## src/rtl/core/tts_pkg.sv

```systemverilog
// tts_pkg: shared types and codes for the tlv tag scanner
// holds the input item and result structs, scan phase and status codes
// no dependencies
`timescale 1ns / 1ps

package tts_pkg;

    // scan phase codes
    localparam logic [1:0] PHASE_TAG = 2'd0;
    localparam logic [1:0] PHASE_LEN = 2'd1;
    localparam logic [1:0] PHASE_VAL = 2'd2;

    // search status codes
    localparam logic [1:0] ST_FOUND   = 2'd0;
    localparam logic [1:0] ST_ABSENT  = 2'd1;
    localparam logic [1:0] ST_OVERRUN = 2'd2;

    // one frame byte with its side fields
    typedef struct packed {
        logic [7:0]  data_byte;
        logic        first_byte;
        logic [15:0] frame_length;
        logic [7:0]  wanted_tag;
    } item_t;

    // one search result
    typedef struct packed {
        logic [1:0]  search_status;
        logic [15:0] value_offset;
        logic [7:0]  value_length;
    } result_t;

endpackage

```

## src/rtl/core/tts_in_stage.sv

```systemverilog
// tts_in_stage: input register of the tlv tag scanner
// holds one byte transaction until the scan step takes it
// depends on tts_pkg
`timescale 1ns / 1ps

module tts_in_stage (
    input  logic           aclk,
    input  logic           aresetn,
    input  logic           in_valid,
    output logic           in_ready,
    input  tts_pkg::item_t in_item,
    input  logic           take,
    output logic           item_valid,
    output tts_pkg::item_t item
);

    logic           valid_reg;
    logic           valid_next;
    tts_pkg::item_t item_reg;

    // room when empty or when the held item moves on this cycle
    assign in_ready = !valid_reg || take;

    always_comb begin
        valid_next = valid_reg;
        if (take) begin
            valid_next = 1'b0;
        end
        if (in_valid && in_ready) begin
            valid_next = 1'b1;
        end
    end

    // valid flag
    always_ff @(posedge aclk) begin
        if (!aresetn) begin
            valid_reg <= 1'b0;
        end else begin
            valid_reg <= valid_next;
        end
    end

    // payload capture
    always_ff @(posedge aclk) begin
        if (in_valid && in_ready) begin
            item_reg <= in_item;
        end
    end

    assign item_valid = valid_reg;
    assign item       = item_reg;

endmodule

```

## src/rtl/core/tts_scan_core.sv

```systemverilog
// tts_scan_core: record walker and decision logic of the tlv tag scanner
// keeps the scan state and decides found, absent or overrun per byte
// depends on tts_pkg
`timescale 1ns / 1ps

module tts_scan_core (
    input  logic             aclk,
    input  logic             aresetn,
    input  logic             step,
    input  tts_pkg::item_t   item,
    output logic             emit,
    output tts_pkg::result_t result
);

    logic [1:0]  phase_reg,  phase_next;
    logic [15:0] pos_reg,    pos_next;
    logic [7:0]  left_reg,   left_next;
    logic [15:0] flen_reg,   flen_next;
    logic [7:0]  wtag_reg,   wtag_next;
    logic [7:0]  rtag_reg,   rtag_next;
    logic        done_reg,   done_next;

    // effective state once a first byte restarts the scan
    logic [1:0]  e_phase;
    logic [15:0] e_pos;
    logic [7:0]  e_left;
    logic [15:0] e_flen;
    logic [7:0]  e_wtag;
    logic [7:0]  e_rtag;
    logic [16:0] nxt;
    logic [16:0] val_end;
    logic        short_next;
    logic [7:0]  left_dec;

    always_comb begin
        e_phase = item.first_byte ? tts_pkg::PHASE_TAG : phase_reg;
        e_pos   = item.first_byte ? 16'd0 : pos_reg;
        e_left  = item.first_byte ? 8'd0 : left_reg;
        e_flen  = item.first_byte ? item.frame_length : flen_reg;
        e_wtag  = item.first_byte ? item.wanted_tag : wtag_reg;
        e_rtag  = item.first_byte ? 8'd0 : rtag_reg;
        nxt     = {1'b0, e_pos} + 17'd1;
        val_end = nxt + {9'd0, item.data_byte};
        // fewer than two bytes left after the next record start
        short_next = (nxt + 17'd2) > {1'b0, e_flen};
        left_dec   = (e_left != 8'd0) ? e_left - 8'd1 : 8'd0;
    end

    // one scan step
    always_comb begin
        phase_next = phase_reg;
        pos_next   = pos_reg;
        left_next  = left_reg;
        flen_next  = flen_reg;
        wtag_next  = wtag_reg;
        rtag_next  = rtag_reg;
        done_next  = done_reg;
        emit       = 1'b0;
        result.search_status = tts_pkg::ST_ABSENT;
        result.value_offset  = 16'd0;
        result.value_length  = 8'd0;

        if (step && (item.first_byte || !done_reg)) begin
            phase_next = e_phase;
            pos_next   = e_pos;
            left_next  = e_left;
            flen_next  = e_flen;
            wtag_next  = e_wtag;
            rtag_next  = e_rtag;
            done_next  = 1'b0;

            if (item.first_byte && (item.frame_length < 16'd2)) begin
                // short frame
                emit      = 1'b1;
                done_next = 1'b1;
            end else begin
                pos_next = nxt[15:0];
                case (e_phase)
                    tts_pkg::PHASE_TAG: begin
                        rtag_next  = item.data_byte;
                        phase_next = tts_pkg::PHASE_LEN;
                    end
                    tts_pkg::PHASE_LEN: begin
                        if (val_end > {1'b0, e_flen}) begin
                            emit = 1'b1;
                            done_next = 1'b1;
                            result.search_status = tts_pkg::ST_OVERRUN;
                        end else if (e_rtag == e_wtag) begin
                            emit = 1'b1;
                            done_next = 1'b1;
                            result.search_status = tts_pkg::ST_FOUND;
                            result.value_offset  = nxt[15:0];
                            result.value_length  = item.data_byte;
                        end else if (item.data_byte == 8'd0) begin
                            // zero-length record, next tag follows at once
                            phase_next = tts_pkg::PHASE_TAG;
                            if (short_next) begin
                                emit = 1'b1;
                                done_next = 1'b1;
                            end
                        end else begin
                            left_next  = item.data_byte;
                            phase_next = tts_pkg::PHASE_VAL;
                        end
                    end
                    default: begin
                        left_next = left_dec;
                        if (left_dec == 8'd0) begin
                            phase_next = tts_pkg::PHASE_TAG;
                            if (short_next) begin
                                emit = 1'b1;
                                done_next = 1'b1;
                            end
                        end
                    end
                endcase
            end
        end
    end

    // scan state
    always_ff @(posedge aclk) begin
        if (!aresetn) begin
            phase_reg <= tts_pkg::PHASE_TAG;
            pos_reg   <= 16'd0;
            left_reg  <= 8'd0;
            flen_reg  <= 16'd0;
            wtag_reg  <= 8'd0;
            rtag_reg  <= 8'd0;
            done_reg  <= 1'b1;
        end else begin
            phase_reg <= phase_next;
            pos_reg   <= pos_next;
            left_reg  <= left_next;
            flen_reg  <= flen_next;
            wtag_reg  <= wtag_next;
            rtag_reg  <= rtag_next;
            done_reg  <= done_next;
        end
    end

endmodule

```

## src/rtl/core/tts_out_stage.sv

```systemverilog
// tts_out_stage: result register of the tlv tag scanner
// holds one result transaction until the master side takes it
// depends on tts_pkg
`timescale 1ns / 1ps

module tts_out_stage (
    input  logic             aclk,
    input  logic             aresetn,
    input  logic             step,
    input  logic             emit,
    input  tts_pkg::result_t result,
    output logic             out_free,
    output logic             out_valid,
    input  logic             out_ready,
    output tts_pkg::result_t out_result
);

    logic             valid_reg;
    logic             valid_next;
    tts_pkg::result_t result_reg;

    // free when empty or being drained this cycle
    assign out_free = !valid_reg || out_ready;

    always_comb begin
        valid_next = valid_reg;
        if (out_free) begin
            valid_next = step && emit;
        end
    end

    // valid flag
    always_ff @(posedge aclk) begin
        if (!aresetn) begin
            valid_reg <= 1'b0;
        end else begin
            valid_reg <= valid_next;
        end
    end

    // payload capture
    always_ff @(posedge aclk) begin
        if (out_free && step && emit) begin
            result_reg <= result;
        end
    end

    assign out_valid  = valid_reg;
    assign out_result = result_reg;

endmodule

```

## src/rtl/core/tlv_tag_scanner.sv

```systemverilog
// tlv_tag_scanner: searches a byte stream of tag-length-value records for a tag
// m_tvalid rises once the byte that decides it has passed the input register, then the result register
// throughput: one byte per cycle while no result waits on m_tready, set by the single registered scan step
// a result waiting on m_tready stalls the input register and then s_tready
// reset: aresetn synchronous, active low; empties both registers, scanner idle
// depends on tts_pkg, tts_in_stage, tts_scan_core, tts_out_stage
`timescale 1ns / 1ps

module tlv_tag_scanner (
    input  logic        aclk,
    input  logic        aresetn,
    input  logic        s_tvalid,
    output logic        s_tready,
    input  logic [31:0] s_tdata,   // data_byte[7:0], frame_length[23:8], wanted_tag[31:24]
    input  logic        s_tuser,   // first_byte
    output logic        m_tvalid,
    input  logic        m_tready,
    output logic [23:0] m_tdata,   // value_offset[15:0], value_length[23:16]
    output logic [1:0]  m_tuser    // search_status[1:0]
);

    tts_pkg::item_t   in_item;
    tts_pkg::item_t   item;
    tts_pkg::result_t result;
    tts_pkg::result_t out_result;
    logic             item_valid;
    logic             out_free;
    logic             step;
    logic             emit;

    // unpack the slave transaction
    always_comb begin
        in_item.data_byte    = s_tdata[7:0];
        in_item.frame_length = s_tdata[23:8];
        in_item.wanted_tag   = s_tdata[31:24];
        in_item.first_byte   = s_tuser;
    end

    // the held byte is scanned whenever the result register can take its outcome
    assign step = item_valid && out_free;

    tts_in_stage u_in (
        .aclk       (aclk),
        .aresetn    (aresetn),
        .in_valid   (s_tvalid),
        .in_ready   (s_tready),
        .in_item    (in_item),
        .take       (step),
        .item_valid (item_valid),
        .item       (item)
    );

    tts_scan_core u_core (
        .aclk    (aclk),
        .aresetn (aresetn),
        .step    (step),
        .item    (item),
        .emit    (emit),
        .result  (result)
    );

    tts_out_stage u_out (
        .aclk       (aclk),
        .aresetn    (aresetn),
        .step       (step),
        .emit       (emit),
        .result     (result),
        .out_free   (out_free),
        .out_valid  (m_tvalid),
        .out_ready  (m_tready),
        .out_result (out_result)
    );

    // pack the master transaction
    assign m_tdata = {out_result.value_length, out_result.value_offset};
    assign m_tuser = out_result.search_status;

endmodule
```

## config.mk

```make
export PLATFORM = sky130hd
export DESIGN_NAME = tlv_tag_scanner
export DESIGN_NICKNAME = d
export VERILOG_FILES = /design/src/rtl/core/tts_pkg.sv /design/src/rtl/core/tts_in_stage.sv /design/src/rtl/core/tts_scan_core.sv /design/src/rtl/core/tts_out_stage.sv /design/src/rtl/core/tlv_tag_scanner.sv
export SDC_FILE = /design/constraint.sdc
export NUM_CORES = 1
export LEC_CHECK = 0
export ABC_CLOCK_PERIOD_IN_PS = 8000
export BUFFER_PORTS_ARGS = -buffer_cell sky130_fd_sc_hd__buf_2
export CORE_UTILIZATION = 60
export DETAILED_ROUTE_END_ITERATION = 6
export PLACE_DENSITY_LB_ADDON = 0.3
export SYNTH_ARGS = -nofsm -noshare
export SYNTH_HDL_FRONTEND = slang
export SYNTH_SLANG_ARGS = --single-unit
export TNS_END_PERCENT = 5
```

## constraint.sdc

```tcl
create_clock -name aclk -period 8 [get_ports aclk]
set_clock_uncertainty 0.05 [all_clocks]
set_input_delay 1.6 -clock aclk [delete_from_list [all_inputs] [get_ports aclk]]
set_output_delay 1.6 -clock aclk [all_outputs]
set_load 0.03 [all_outputs]
```

==> run metrics <==
status finished, final reports clean; post-place setup slack roughly 1.8 ns; ANT cells 0; Initial Util 61.3%; Seq/Total Area, Yosys 42.7%; share of the synthesized area in the top cell type 25.3%; postcts setup bufs 0; drt pass-1 iters 5; Synth top cells by count nand2_1 (79), nor2_1 (69), dfxtp_1 (61); EDFF count, synth around 60; critical path data arrival time between 6 and 7 ns; die width 110 um; clock buffer depth 2; HPWL after detailed placement 11800 um; via count just under 6k; final hold vios 0; Slew @ Worst Pin between 1 and 1.5 ns; synth warn 0; WL met2 7730 um; # hold bufs at CTS 0; Core ar. roughly 11000 um^2; first-pass GRT wire length about 26000 um; Worst Setup End Kind flip-flop; Non-Filler Instances about 950; DRC 0; Initial DRC Count around 390; max-cap violations 0; layout cells sized above 1 between 10% and 20%; Syn Nets 821; Tmin final approximately 6.3 ns; IO Pins between 60 and 70; Die H 110 um; syn_area_per_cell between 9 and 10 um^2; relative slew slack 15.2%; crit path launch type flip-flop; most frequent cell after synthesis nand2_1; GRT Util Overall between 20 and 30%; Placed Cells approximately 900; CTS root buf clkbuf_16; row count 39; highest metal used met4; setup TNS 0 ns; Max VDD drop 0.188 mV; CTS tree built; overall power about 1.6 mW; Clock transition at path regs 0.06 ns; drt total wl about 17000 um; Main synth FF type dfxtp_1; largest net degree at the start of global routing 65; Synth area leader edfxtp_1; pwr/cell area roughly 200 nW/um^2; post-DR vias/cell between 6 and 7; clk_lat worst skew 0.43 ns; metal3 WL approximately 1100 um; post-cts resize count 0; vias in the first global route 5391; Detail Route Antenna Nets 0; CTS Buf Count 17; max reg flops 33; async set-reset flop share out of synthesis 0%; f_max 0.158 GHz; Area contributors post-synth edfxtp_1 (25%), dfxtp_1 (17%), ha_1 (7.9%), nand2_1 (4.2%), mux2i_1 (3.7%); RSZ-0062 raised after global routing false; Synth cell types 66; input/output buffers between 60 and 70; gpl congestion roughly 0.96; leakage power roughly 3.4 nW; post-synthesis cell area 7000 um^2; Synth Instances about 740; number of synthesized register bits 120; # setup viols final 0; Required @ worst endpoint a little over 8 ns; grt ovf 0; initial antenna violation count 0; H-tree depth 4; final setup margin 1.69 ns; Tcrit/Tclk final between 70 and 80%; Die ar. ~12000 um^2; type of the tightest min-delay check flip-flop to flip-flop; DR WL/cell 17.7 um; Slew Viols, Final 0; Final #Nets about 900; area delta synth->final 13.7%; CP Max Fanout 34; routed length on met1 ~7400 um; kind of critical path flip-flop to flip-flop; clock sinks between 100 and 150
[where the power goes]
part	total [mW]	internal, mW	switching [mW]
Sequential	0.692	0.669	0.0230
Combinational	0.172	0.0700	0.102
Clock	0.762	0.464	0.298
[layer usage]
metal / up-vias / GRT usage [%]
met5: - / 0
met4: 0 / 14.8
met3: 34 / 7.11
met2: 248 / 44.5
met1: 2732 / 39.5
li1: 2779 / -
[stage by stage]
stage          area (um^2)  utilization [%]  hold WS, ns
2_1_floorplan         7000                -        0.391
4_1_cts               7960             69.7        0.448
5_1_grt               7960             69.7        0.466
3_3_place_gp          7370             64.5        0.405
6_report              7960             69.7        0.446
3_5_place_dp          7370             64.5        0.421
[path summary, 6_finish.rpt]
kind                 startpoint              endpoint  slack (ns)  cells past startpoint
min reg2reg  u_core.flen_reg[9]    u_core.flen_reg[9]        0.45                      1
min          u_core.flen_reg[9]    u_core.flen_reg[9]        0.45                      1
max reg2reg       u_in.item[24]  u_out.out_result[23]        1.69                     21
max               u_in.item[24]  u_out.out_result[23]        1.69                     21
[cells in the final DEF, fill, tap and decap left out, types with 3 or more instances in the layout]
| cell type | instances |
|---|---|
| o31ai_1 | 3 |
| clkbuf_16 | 17 |
| mux2i_1 | 26 |
| nand4_1 | 9 |
| dfxtp_1 | 61 |
| xor2_1 | 20 |
| nor2b_1 | 26 |
| nand4b_1 | 3 |
| and3_1 | 10 |
| o21a_1 | 4 |
| a22oi_1 | 10 |
| a21oi_1 | 35 |
| a21o_1 | 4 |
| or2_2 | 3 |
| a21boi_0 | 10 |
| nand2b_1 | 17 |
| ha_1 | 44 |
| edfxtp_1 | 59 |
| o211a_1 | 19 |
| nor4_1 | 11 |
| clkinv_4 | 4 |
| nor3b_1 | 3 |
| buf_2 | 64 |
| inv_1 | 26 |
| o21ai_0 | 34 |
| buf_4 | 5 |
| a31oi_1 | 7 |
| nor3_1 | 15 |
| inv_6 | 3 |
| nand3_1 | 19 |
| or4_1 | 3 |
| nor2_1 | 68 |
| xnor2_1 | 27 |
| and2_1 | 6 |
| o22ai_1 | 5 |
| nand2_1 | 79 |
[worst max-delay path, cell delays in order (launching register included)]
cell,delay [ns]
edfxtp_1,0.38
buf_4,0.25
nand2b_1,0.23
nor2_1,0.35
nand2_1,0.12
xor2_1,0.18
nor2_1,0.21
ha_1,0.28
nor3_1,0.09
nor2_1,0.11
o41ai_1,0.11
o31ai_1,0.51
nand2_1,0.14
xor2_1,0.18
ha_1,0.23
a21o_1,0.18
a21oi_1,0.17
or3b_2,0.45
o31ai_1,0.45
and3_2,0.28
or4b_1,0.82
nor3_1,0.32
[cell type report]
cell class	count	area, um^2
clock buffer	17	425
clock inverter	15	168
fill	906	3460
inverter	26	97.6
multi-input combinational	559	3740
sequential	120	2990
tap	143	179
timing repair buffer	69	358
[cells by family after synthesis]
family / count (synthesis) / synth area share [%]
compound gates: 151 / 14.5
xor+xnor: 47 / 5.88
fa+ha+maj: 45 / 8.15
buf+inv: 60 / 3.91
flops: 120 / 42.7
mux: 28 / 4.04
simple gates: 288 / 20.8
No activity file was read; power rests on OpenSTA's default activity.
